`config.mk`:
```
export PLATFORM = sky130hd
export DESIGN_NAME = utf8_stream_decoder_flat
export DESIGN_NICKNAME = d
export VERILOG_FILES = /design/src/rtl/ud_pkg.sv /design/src/rtl/ud_in_if.sv /design/src/rtl/ud_out_if.sv /design/src/rtl/ud_front.sv /design/src/rtl/ud_queue.sv /design/src/rtl/ud_back.sv /design/src/rtl/utf8_stream_decoder.sv /design/src/flat_wrapper.sv
export SDC_FILE = /design/constraint.sdc
export NUM_CORES = 1
export LEC_CHECK = 0
export CORE_MARGIN = 8
export CORE_UTILIZATION = 63
export CTS_CLUSTER_DIAMETER = 30
export DETAILED_ROUTE_END_ITERATION = 8
export DONT_BUFFER_PORTS = 1
export PLACE_DENSITY_LB_ADDON = 0.05
export SLEW_MARGIN = 20
export SYNTH_ARGS = -nofsm -noshare
export SYNTH_HDL_FRONTEND = slang
export SYNTH_HIERARCHICAL = 1
export SYNTH_SLANG_ARGS = --single-unit
```
`constraint.sdc`:
```
create_clock -name clk_i -period 7 [get_ports clk_i]
set_input_delay 1.4 -clock clk_i [delete_from_list [all_inputs] [get_ports clk_i]]
set_output_delay 1.4 -clock clk_i [all_outputs]
set_load 0.02 [all_outputs]
```
`src/rtl/ud_pkg.sv`:
```
// Shared types and constants for the UTF-8 stream decoder.
package ud_pkg;

  localparam int unsigned QueueDepthDefault = 2;

  localparam logic [7:0] LeadMin = 8'hC2;
  localparam logic [7:0] LeadMax = 8'hF4;
  localparam logic [7:0] Lead3Min = 8'hE0;
  localparam logic [7:0] Lead4Min = 8'hF0;
  localparam logic [7:0] LeadE0 = 8'hE0;
  localparam logic [7:0] LeadF0 = 8'hF0;
  localparam logic [7:0] LeadF4 = 8'hF4;

  // Result status codes.
  typedef enum logic [1:0] {
    ST_CHAR    = 2'd0,
    ST_ILLEGAL = 2'd1,
    ST_EMPTY   = 2'd2
  } status_e;

  // Allowed range for the next continuation byte.
  typedef enum logic [1:0] {
    RNG_80_BF = 2'd0,
    RNG_A0_BF = 2'd1,
    RNG_90_BF = 2'd2,
    RNG_80_8F = 2'd3
  } range_e;

  // One classified item as it travels from the front to the back.
  typedef struct packed {
    logic        flush;
    logic        ascii;
    logic        lead_ok;
    logic [1:0]  lead_left;
    range_e      lead_range;
    logic [4:0]  lead_bits;
    logic [3:0]  cont_ok;
    logic [7:0]  data;
  } ud_item_t;

endpackage

```
`src/rtl/ud_in_if.sv`:
```
// Input channel: one UTF-8 byte or a flush request per item.
interface ud_in_if;
  logic       valid;
  logic       ready;
  logic       mode;
  logic [7:0] in_byte;

  modport source (output valid, output mode, output in_byte, input ready);
  modport sink (input valid, input mode, input in_byte, output ready);
endinterface

```
`src/rtl/ud_out_if.sv`:
```
// Output channel: one decode result per item.
interface ud_out_if;
  logic        valid;
  logic        ready;
  logic [1:0]  status;
  logic [20:0] code_point;
  logic [2:0]  seq_len;

  modport source (output valid, output status, output code_point, output seq_len,
                  input ready);
  modport sink (input valid, input status, input code_point, input seq_len,
                output ready);
endinterface

```
`src/rtl/ud_front.sv`:
```
// Front end: accepts bytes and classifies them for the decoder back end.
module ud_front import ud_pkg::*; (
  ud_in_if.sink    in_i,
  output ud_item_t item_o,
  output logic     item_valid_o,
  input  logic     item_ready_i
);

  logic [7:0] b;

  assign b            = in_i.in_byte;
  assign item_valid_o = in_i.valid;
  assign in_i.ready   = item_ready_i;

  always_comb begin
    item_o            = '0;
    item_o.flush      = in_i.mode;
    item_o.data       = b;
    item_o.ascii      = ~b[7];
    item_o.lead_ok    = (b >= LeadMin) && (b <= LeadMax);
    item_o.lead_range = RNG_80_BF;
    // Continuation checks for every range; the back end picks one by its state.
    item_o.cont_ok[RNG_80_BF] = (b[7:6] == 2'b10);
    item_o.cont_ok[RNG_A0_BF] = (b[7:5] == 3'b101);
    item_o.cont_ok[RNG_90_BF] = (b[7:6] == 2'b10) && (b[5:4] != 2'b00);
    item_o.cont_ok[RNG_80_8F] = (b[7:4] == 4'h8);
    if (b < Lead3Min) begin
      item_o.lead_left = 2'd1;
      item_o.lead_bits = b[4:0];
    end else if (b < Lead4Min) begin
      item_o.lead_left = 2'd2;
      item_o.lead_bits = {1'b0, b[3:0]};
      if (b == LeadE0) begin
        item_o.lead_range = RNG_A0_BF;
      end
    end else begin
      item_o.lead_left = 2'd3;
      item_o.lead_bits = {2'b00, b[2:0]};
      if (b == LeadF0) begin
        item_o.lead_range = RNG_90_BF;
      end else if (b == LeadF4) begin
        item_o.lead_range = RNG_80_8F;
      end
    end
  end

endmodule

```
`src/rtl/ud_queue.sv`:
```
// Small queue of classified items between the front and back ends.
module ud_queue import ud_pkg::*; #(
  parameter int unsigned Depth = QueueDepthDefault
) (
  input  logic     clk_i,
  input  logic     rst_ni,
  input  ud_item_t push_item_i,
  input  logic     push_valid_i,
  output logic     push_ready_o,
  output ud_item_t pop_item_o,
  output logic     pop_valid_o,
  input  logic     pop_ready_i
);

  localparam int unsigned PtrW = (Depth > 1) ? $clog2(Depth) : 1;
  localparam int unsigned CntW = $clog2(Depth + 1);
  localparam logic [PtrW-1:0] LastPtr = PtrW'(Depth - 1);
  localparam logic [CntW-1:0] FullCnt = CntW'(Depth);
  localparam logic [PtrW-1:0] PtrOne  = PtrW'(1);
  localparam logic [CntW-1:0] CntOne  = CntW'(1);

  ud_item_t        slots_q [Depth];
  logic [PtrW-1:0] wr_ptr_q, wr_ptr_d, rd_ptr_q, rd_ptr_d;
  logic [CntW-1:0] count_q, count_d;
  logic            push, pop;

  assign push_ready_o = (count_q != FullCnt);
  assign pop_valid_o  = (count_q != '0);
  assign pop_item_o   = slots_q[rd_ptr_q];
  assign push         = push_valid_i && push_ready_o;
  assign pop          = pop_valid_o && pop_ready_i;

  always_comb begin
    wr_ptr_d = wr_ptr_q;
    rd_ptr_d = rd_ptr_q;
    count_d  = count_q;
    if (push) begin
      wr_ptr_d = (wr_ptr_q == LastPtr) ? '0 : wr_ptr_q + PtrOne;
    end
    if (pop) begin
      rd_ptr_d = (rd_ptr_q == LastPtr) ? '0 : rd_ptr_q + PtrOne;
    end
    if (push && !pop) begin
      count_d = count_q + CntOne;
    end else if (pop && !push) begin
      count_d = count_q - CntOne;
    end
  end

  always_ff @(posedge clk_i or negedge rst_ni) begin
    if (!rst_ni) begin
      wr_ptr_q <= '0;
      rd_ptr_q <= '0;
      count_q  <= '0;
    end else begin
      wr_ptr_q <= wr_ptr_d;
      rd_ptr_q <= rd_ptr_d;
      count_q  <= count_d;
    end
  end

  always_ff @(posedge clk_i) begin
    if (push) begin
      slots_q[wr_ptr_q] <= push_item_i;
    end
  end

  a_count_bound: assert property (@(posedge clk_i) disable iff (!rst_ni)
    count_q <= FullCnt)
    else $error("queue count beyond depth");

endmodule

```
`src/rtl/ud_back.sv`:
```
// Back end: sequence state, code point assembly and the output register.
module ud_back import ud_pkg::*; (
  input  logic     clk_i,
  input  logic     rst_ni,
  input  ud_item_t item_i,
  input  logic     item_valid_i,
  output logic     item_ready_o,
  ud_out_if.source out_o
);

  logic [14:0] partial_q, partial_d;
  logic [1:0]  left_q, left_d;
  range_e      range_q, range_d;
  logic [2:0]  total_q, total_d;

  logic        out_valid_q;
  status_e     status_q, res_status;
  logic [20:0] cp_q, res_cp;
  logic [2:0]  len_q, res_len;
  logic        res_valid, pop;

  assign item_ready_o = !out_valid_q || out_o.ready;
  assign pop          = item_valid_i && item_ready_o;

  always_comb begin
    partial_d  = partial_q;
    left_d     = left_q;
    range_d    = range_q;
    total_d    = total_q;
    res_valid  = 1'b0;
    res_status = ST_CHAR;
    res_cp     = '0;
    res_len    = '0;
    if (item_i.flush) begin
      res_valid  = 1'b1;
      res_status = (left_q != 2'd0) ? ST_ILLEGAL : ST_EMPTY;
      partial_d  = '0;
      left_d     = '0;
      range_d    = RNG_80_BF;
      total_d    = '0;
    end else if (left_q == 2'd0) begin
      if (item_i.ascii) begin
        res_valid = 1'b1;
        res_cp    = {14'd0, item_i.data[6:0]};
        res_len   = 3'd1;
      end else if (item_i.lead_ok) begin
        partial_d = {10'd0, item_i.lead_bits};
        left_d    = item_i.lead_left;
        range_d   = item_i.lead_range;
        total_d   = {1'b0, item_i.lead_left} + 3'd1;
      end else begin
        res_valid  = 1'b1;
        res_status = ST_ILLEGAL;
      end
    end else if (!item_i.cont_ok[range_q]) begin
      res_valid  = 1'b1;
      res_status = ST_ILLEGAL;
      partial_d  = '0;
      left_d     = '0;
      range_d    = RNG_80_BF;
      total_d    = '0;
    end else if (left_q == 2'd1) begin
      // Last continuation byte completes the code point.
      res_valid = 1'b1;
      res_cp    = {partial_q, item_i.data[5:0]};
      res_len   = total_q;
      partial_d = '0;
      left_d    = '0;
      range_d   = RNG_80_BF;
      total_d   = '0;
    end else begin
      partial_d = {partial_q[8:0], item_i.data[5:0]};
      left_d    = left_q - 2'd1;
      range_d   = RNG_80_BF;
    end
  end

  always_ff @(posedge clk_i or negedge rst_ni) begin
    if (!rst_ni) begin
      partial_q   <= '0;
      left_q      <= '0;
      range_q     <= RNG_80_BF;
      total_q     <= '0;
      out_valid_q <= 1'b0;
    end else begin
      if (pop) begin
        partial_q <= partial_d;
        left_q    <= left_d;
        range_q   <= range_d;
        total_q   <= total_d;
      end
      if (pop && res_valid) begin
        out_valid_q <= 1'b1;
      end else if (out_o.ready) begin
        out_valid_q <= 1'b0;
      end
    end
  end

  always_ff @(posedge clk_i) begin
    if (pop && res_valid) begin
      status_q <= res_status;
      cp_q     <= res_cp;
      len_q    <= res_len;
    end
  end

  assign out_o.valid      = out_valid_q;
  assign out_o.status     = status_q;
  assign out_o.code_point = cp_q;
  assign out_o.seq_len    = len_q;

  a_idle_clean: assert property (@(posedge clk_i) disable iff (!rst_ni)
    (left_q == 2'd0) |-> (total_q == 3'd0 && partial_q == '0 && range_q == RNG_80_BF))
    else $error("state not cleared with no sequence open");

  a_total_covers_left: assert property (@(posedge clk_i) disable iff (!rst_ni)
    (left_q != 2'd0) |-> (total_q > {1'b0, left_q}))
    else $error("sequence length below bytes still due");

  a_range_only_second: assert property (@(posedge clk_i) disable iff (!rst_ni)
    (range_q != RNG_80_BF) |-> (total_q == {1'b0, left_q} + 3'd1))
    else $error("special range outside the second byte");

  a_two_byte_min: assert property (@(posedge clk_i) disable iff (!rst_ni)
    (out_valid_q && status_q == ST_CHAR && len_q == 3'd2) |-> (cp_q >= 21'h80))
    else $error("overlong two-byte sequence decoded");

  a_four_byte_span: assert property (@(posedge clk_i) disable iff (!rst_ni)
    (out_valid_q && status_q == ST_CHAR && len_q == 3'd4) |->
      (cp_q >= 21'h10000 && cp_q <= 21'h10FFFF))
    else $error("four-byte code point out of range");

endmodule

```
`src/rtl/utf8_stream_decoder.sv`:
```
// One item per cycle while the output is not stalled; the front end keeps taking
// bytes while a result waits, until the queue is full.
// A byte that only advances a sequence (lead or middle continuation) gives no result.
// Reset is asynchronous, active low, and empties the queue, the sequence state
// and the output register at once; the block is ready as soon as it is released.
module utf8_stream_decoder import ud_pkg::*; #(
  parameter int unsigned QueueDepth = QueueDepthDefault
) (
  input  logic     clk_i,
  input  logic     rst_ni,
  ud_in_if.sink    in_i,
  ud_out_if.source out_o
);

  // The front end classifies each byte in the cycle it arrives: ASCII, valid
  // lead byte with its sequence length and the range its second byte must
  // meet, and the continuation checks for every range. The classified item is
  // then pushed into a small queue so the front keeps taking bytes while the
  // back end is held by a stalled output, until the queue is full.
  ud_item_t front_item, back_item;
  logic     front_valid, front_ready;
  logic     back_valid, back_ready;

  ud_front u_front (
    .in_i         (in_i),
    .item_o       (front_item),
    .item_valid_o (front_valid),
    .item_ready_i (front_ready)
  );

  ud_queue #(
    .Depth (QueueDepth)
  ) u_queue (
    .clk_i        (clk_i),
    .rst_ni       (rst_ni),
    .push_item_i  (front_item),
    .push_valid_i (front_valid),
    .push_ready_o (front_ready),
    .pop_item_o   (back_item),
    .pop_valid_o  (back_valid),
    .pop_ready_i  (back_ready)
  );

  // The back end holds the open sequence: the gathered code point bits, the
  // continuation bytes still due, the range for the next one and the total
  // length. A bad byte or a flush clears this state. Results land in an output
  // register that the back end refills in the same cycle it is drained.
  ud_back u_back (
    .clk_i        (clk_i),
    .rst_ni       (rst_ni),
    .item_i       (back_item),
    .item_valid_i (back_valid),
    .item_ready_o (back_ready),
    .out_o        (out_o)
  );

endmodule
```
`src/flat_wrapper.sv`:
```
// flat-port wrapper written by rule: the top's interface ports become plain ports
module utf8_stream_decoder_flat import ud_pkg::*;
#(
  parameter int unsigned QueueDepth = QueueDepthDefault
)
  (clk_i, rst_ni, in_i_valid, in_i_mode, in_i_in_byte, in_i_ready, out_o_valid, out_o_status, out_o_code_point, out_o_seq_len, out_o_ready);
  ud_in_if in_i_i ();
  ud_out_if out_o_i ();
  input  logic clk_i;
  input  logic rst_ni;
  input wire logic [$bits(in_i_i.valid)-1:0] in_i_valid;
  input wire logic [$bits(in_i_i.mode)-1:0] in_i_mode;
  input wire logic [$bits(in_i_i.in_byte)-1:0] in_i_in_byte;
  output wire logic [$bits(in_i_i.ready)-1:0] in_i_ready;
  output wire logic [$bits(out_o_i.valid)-1:0] out_o_valid;
  output wire logic [$bits(out_o_i.status)-1:0] out_o_status;
  output wire logic [$bits(out_o_i.code_point)-1:0] out_o_code_point;
  output wire logic [$bits(out_o_i.seq_len)-1:0] out_o_seq_len;
  input wire logic [$bits(out_o_i.ready)-1:0] out_o_ready;
  assign in_i_i.valid = in_i_valid;
  assign in_i_i.mode = in_i_mode;
  assign in_i_i.in_byte = in_i_in_byte;
  assign in_i_ready = in_i_i.ready;
  assign out_o_valid = out_o_i.valid;
  assign out_o_status = out_o_i.status;
  assign out_o_code_point = out_o_i.code_point;
  assign out_o_seq_len = out_o_i.seq_len;
  assign out_o_i.ready = out_o_ready;
  utf8_stream_decoder #(.QueueDepth(QueueDepth)) u_core (.clk_i(clk_i), .rst_ni(rst_ni), .in_i(in_i_i), .out_o(out_o_i));
endmodule
```
======== After elaboration in Yosys (flattened, before gate mapping) ========
Memory sizes are Yosys's and may differ from the RTL's.
Index checks and enable logic that the tools add are counted.
storage, ports and cells
  register bits after elaboration ......... 53
  bits in writable memories ............... 48
  input bits .............................. 13
  output and inout bits ................... 28
  word-level logic and storage cells ...... 113
  memories kept ........................... 1
memory list
  name                    words  width  rd ports  clocked after Yosys merged registers in  wr ports  RTL line        source
  u_core.u_queue.slots_q  2      24     1         0                                        1         ud_queue.sv:22  ud_item_t slots_q [Depth];
cells by class
  add/sub/neg operators ................... 6
  magnitude comparators ................... 5
  equal/unequal tests ..................... 11
  multiplexer cells ....................... 59
  bitwise operators ....................... 1
  reduce and logical (&&, ||, !) cells .... 19
operator list
  cell                                                   number
  2-to-1 mux 15 bit                                      6
  2-to-1 mux 21 bit                                      3
  2-to-1 mux 2 bit                                       19
  2-to-1 mux 3 bit                                       9
  == test 8 bit, second input constant                   3
  2-to-1 mux 1 bit                                       18
  < comparator 8 bit, second input constant              2
  nonzero test 2 bit                                     5
  >= comparator 8 bit, second input constant             1
  less-or-equal comparator 8 bit, second input constant  1
  2-to-1 mux 8 bit                                       1
  logical AND 1 bit                                      7
  2-to-1 mux 7 bit                                       1
  2-to-1 mux 5 bit                                       1
  == test 4 bit, second input constant                   1
  != test 4 x 2 -> 1 bit, second input constant          1
  AND reduction 4 bit                                    1
  subtractor 2 x 1 -> 2 bit, second input constant       2
  adder 2 x 1 -> 3 bit, second input constant            1
  == test 3 bit, second input constant                   1
  logical NOT 1 bit                                      3
  < comparator 2 x 3 -> 1 bit, second input constant     1
  != test 3 x 1 -> 1 bit, second input constant          1
  != test 3 x 2 -> 1 bit, second input constant          1
  other kinds (10)                                       11

======== Longest topological paths before layout ========
An unclocked memory read counts as a cell.
  depth after elaboration ................. 8
  gate-level depth with buffers ........... 8
  gate-level depth less buffers ........... 7

======== Modules after synthesis ========
The synthesis kept the hierarchy.
by module, submodules not included
  module    times used  cells each  area an instance (um^2)  sequential area each (um^2)
  ud_back   1           143         2,043.2                  1,356.3
  ud_queue  1           93          2,030.7                  1,541.5
  ud_front  1           37          231.5                    0.0

======== Worst setup path before layout ========
Ideal clock, no wire load.
  path type ............................... input-to-reg
  start ................................... input out_o_ready
  end ..................................... register u_core.u_back.cp_q[0] (netlist: u_core/u_back/out_o.code_point[0]), enable pin
  library setup time ...................... 452 ps
  arrival time ............................ 3,686 ps
  data required time ...................... 6,548 ps
  setup slack ............................. 2,862 ps
  stages .................................. 3
  cell sequence ........................... nand2b_1 nand2_1 a211oi_1
between the ends
  word-level cells in the longest chain between the ends .. 3
RTL lines
  item                    RTL line            source
  start: declaration      flat_wrapper.sv:19  input wire logic [$bits(out_o_i.ready)-1:0] out_o_ready;
  logical OR 1 bit        ud_back.sv:22       assign item_ready_o = !out_valid_q || out_o.ready;
  logical AND 1 bit       ud_back.sv:23       assign pop = item_valid_i && item_ready_o;
  logical AND 1 bit       ud_back.sv:101      if (pop && res_valid) begin
  end signal: assignment  ud_back.sv:103      cp_q <= res_cp;
  end: declaration        ud_back.sv:18       logic [20:0] cp_q, res_cp;
No other way between the ends.
A chain may end at the register's enable or synchronous reset.

==> results by group <==
Clock tree
  • Number of buffers inserted during clock tree synthesis: 9
  • Number of setup buffers added after CTS: 0
  • H-tree lvl count: 3
  • Clock tree from TritonCTS: yes
  • Clk Latency, worst-skew pair: 0.34 ns
  • Total clock sinks: 99
  • Clock-pin transition on the worst setup and hold timing paths: 0.09 ns
  • Cell chosen for the clock root: sky130_fd_sc_hd__clkbuf_8
  • CTS-repair resized insts: 0
  • Deepest clock path buffer count: 2
  • Count of hold buffers inserted by post-cts repair: 0

Placed design
  • HPWL Detailed: roughly 4300 um
  • Total placed cells including tap cells: 330
  • Last weighted congestion value of the routability-driven placer: 0.7485
  • Number of port buffers: 0

Worst setup path
  • Worst EP required: 7.02 ns
  • Cells on worst reg2reg path: 6
  • Largest fanout of any net on the critical path: 27
  • Arrival time at the worst endpoint: roughly 2.7 ns
  • Kind of critical path: reg -> reg
  • Critical Path Source Type: register
  • Crit. End Element: register

Worst hold path
  • Min-Delay Path Depth: 1
  • Worst hold path type: reg -> reg

Cells and area
  • Non-Filler Instances: 347
  • Fraction of layout cells with a size suffix above 1: 23.60%
  • Post-synthesis to final-layout area growth: 4.830%
  • Post-layout net count: between 200 and 300
  • Antenna diode count: 0

Floorplanning
  • Initial core utilization: 63.56%
  • Die Wd: about 98 um
  • DIE HEIGHT: 97.87 um
  • Core ar.: 6644 sq um
  • Die ar.: around 9600 sq um
  • Total I/O pin count: 41
  • Number of placement rows: 30

Timing
  • Skew final: 0.007734 ns
  • Share of the clock period used by the worst path after layout: 37.67%
  • Total of endpoints with negative setup slack in the final report: 0
  • Final count of pins violating max slew: 0
  • Transition time at the pin with the least slew margin: 0.9252 ns
  • Unrepaired setup endpoints after global routing: false
  • Hold Fails Final Rpt: 0
  • Fin crit period: 2.637 ns
  • Setup TNS: 0 ns
  • Worst slew margin relative to its limit: 38.19%
  • Top achievable clock speed: 379.2 MHz

Drt
  • Wire length per cell after detailed routing: 17.97 um
  • Final routed DRC violation total: 0
  • DR pass1 iterations: 5
  • Detailed-route via count: 1991
  • Remaining antenna violation count after routing: 0
  • Post-detailed-routing wire length: around 6200 um
  • Via-to-Cell Ratio: 5.738
  • Drt first-iter violations: 76

Pwr
  • Static leakage power: 0.001748 uW
  • Internal power summed over all cells: around 1400 uW
  • Total net switching power: 725.4 uW
  • Fraction of power spent switching nets: 34.64%
  • Power density normalized to cell area: 473.0 nW/um^2
  • Worst-case vdd ir drop: about 0.00017 V
  • Total power of the final layout: around 2100 uW
  • Clock share of power: between 10% and 20%
  • Gate power share: 29.6%
  • Relative contribution of sequential cells to total power: 51.0%

Job
  • Reported max-cap violation count: 0

Synth
  • Warnings from Yosys: 6
  • Net count after synthesis: around 290
  • Cells after synthesis: 269
  • Per-instance average area after synthesis: ~16 sq um
  • Syn Std Cell Area: 4223 sq um

Global routing
  • Antenna violations before repair: 0
  • Gr usage total: roughly 14%
  • Wire length of the first global-routing pass: 10230 um
  • Vias in the first global route: 2018
  • Pin count of the biggest net entering global routing: 28
  • Total overflow reported by the global router: 0

Outcome
  • Result of the run: completed
-- power groups by stage --
stage	combinational (uW)	clock, uW	sequential (uW)
floorplan	532	0	1060
global placement	608	0	1080
detailed placement	621	0	1090
finish	620	405	1070
global route	684	436	1090
CTS	623	414	1070
-- layout by cell type, fill, tap and decap left out, types with 2 or more instances in the layout --
cell / count
sky130_fd_sc_hd__a21oi_1: 3
sky130_fd_sc_hd__a221oi_1: 6
sky130_fd_sc_hd__a22o_1: 5
sky130_fd_sc_hd__a22o_2: 11
sky130_fd_sc_hd__and2_1: 18
sky130_fd_sc_hd__and3_1: 2
sky130_fd_sc_hd__buf_4: 3
sky130_fd_sc_hd__bufinv_16: 2
sky130_fd_sc_hd__clkbuf_8: 10
sky130_fd_sc_hd__dfrtp_1: 27
sky130_fd_sc_hd__edfxtp_1: 72
sky130_fd_sc_hd__ha_1: 4
sky130_fd_sc_hd__inv_1: 9
sky130_fd_sc_hd__inv_6: 3
sky130_fd_sc_hd__mux2_2: 5
sky130_fd_sc_hd__mux2_4: 18
sky130_fd_sc_hd__nand2_1: 6
sky130_fd_sc_hd__nand2b_1: 4
sky130_fd_sc_hd__nor2_1: 19
sky130_fd_sc_hd__nor2b_1: 8
sky130_fd_sc_hd__nor3_1: 3
sky130_fd_sc_hd__o211ai_1: 2
sky130_fd_sc_hd__xnor2_1: 3
sky130_fd_sc_hd__xor2_1: 3
-- per-layer routing --
metal	vias to the layer above	GRT usage (%)	part of all wire (%)
met5	-	0	0
met4	0	5.036	0.43
met3	2	5.192	5.6
met2	44	21.55	49
met1	984	16.53	45
li1	961	-	-
-- path summary, 6_finish.rpt --
check	start	to	slack, ns
max	u_core/u_queue/rd_ptr_q	u_core/u_back/out_o.code_point[6]	4.36
max reg2reg	u_core/u_queue/rd_ptr_q	u_core/u_back/out_o.code_point[6]	4.36
max in group asynchronous	rst_ni	u_core/u_back/partial_q[13]	6.18
min reg2reg	u_core/u_queue/count_q[1]	u_core/u_queue/count_q[1]	0.49
min in group asynchronous	rst_ni	u_core/u_back/partial_q[5]	0.74
min	u_core/u_queue/count_q[1]	u_core/u_queue/count_q[1]	0.49
-- per-stage QoR --
step | area, sq um | hold slack [ns] | setup slack [ns] | util, %
2_1_floorplan | 4223 | 0.4564 | 2.862 | -
3_3_place_gp | 4177 | 0.4783 | 4.163 | 62.86
3_5_place_dp | 4182 | 0.4842 | 4.326 | 62.94
4_1_cts | 4412 | 0.4976 | 4.340 | 66.40
5_1_grt | 4427 | 0.5254 | 4.234 | 66.63
6_report | 4427 | 0.4919 | 4.363 | 66.63
-- state kept, by name, summed over array words and instances, names as in the netlist --
register                        flops
u_core/u_back/out_o.seq_len         3
u_core/u_queue/wr_ptr_q             1
u_core/u_back/total_q               3
u_core/u_back/out_o.code_point     21
u_core/u_back/range_q               2
u_core/u_back/out_o.valid           1
u_core/u_back/partial_q            15
u_core/u_queue/rd_ptr_q             1
u_core/u_back/out_o.status          2
u_core/u_back/left_q                2
u_core/u_queue/count_q              2
u_core/u_queue/slots_q             46
-- layout make-up --
type	count	area, sq um
Clock inverter	6	92.59
Multi-Input combinational cell	139	1187
Clock buffer	10	137.6
Fill cell	467	2217
Timing Repair Buffer	4	37.54
Inverter	9	33.78
Tap cell	80	100.1
Sequential cell	99	2838
-- critical path, stage by stage, from the launching register on --
cell	delay, ns
sky130_fd_sc_hd__dfrtp_1	0.33
sky130_fd_sc_hd__buf_4	0.36
sky130_fd_sc_hd__mux2_2	0.38
sky130_fd_sc_hd__mux4_2	0.52
sky130_fd_sc_hd__nor4b_4	0.20
sky130_fd_sc_hd__a211oi_4	0.17
sky130_fd_sc_hd__buf_4	0.35
Power figures use the tool's default switching activity.
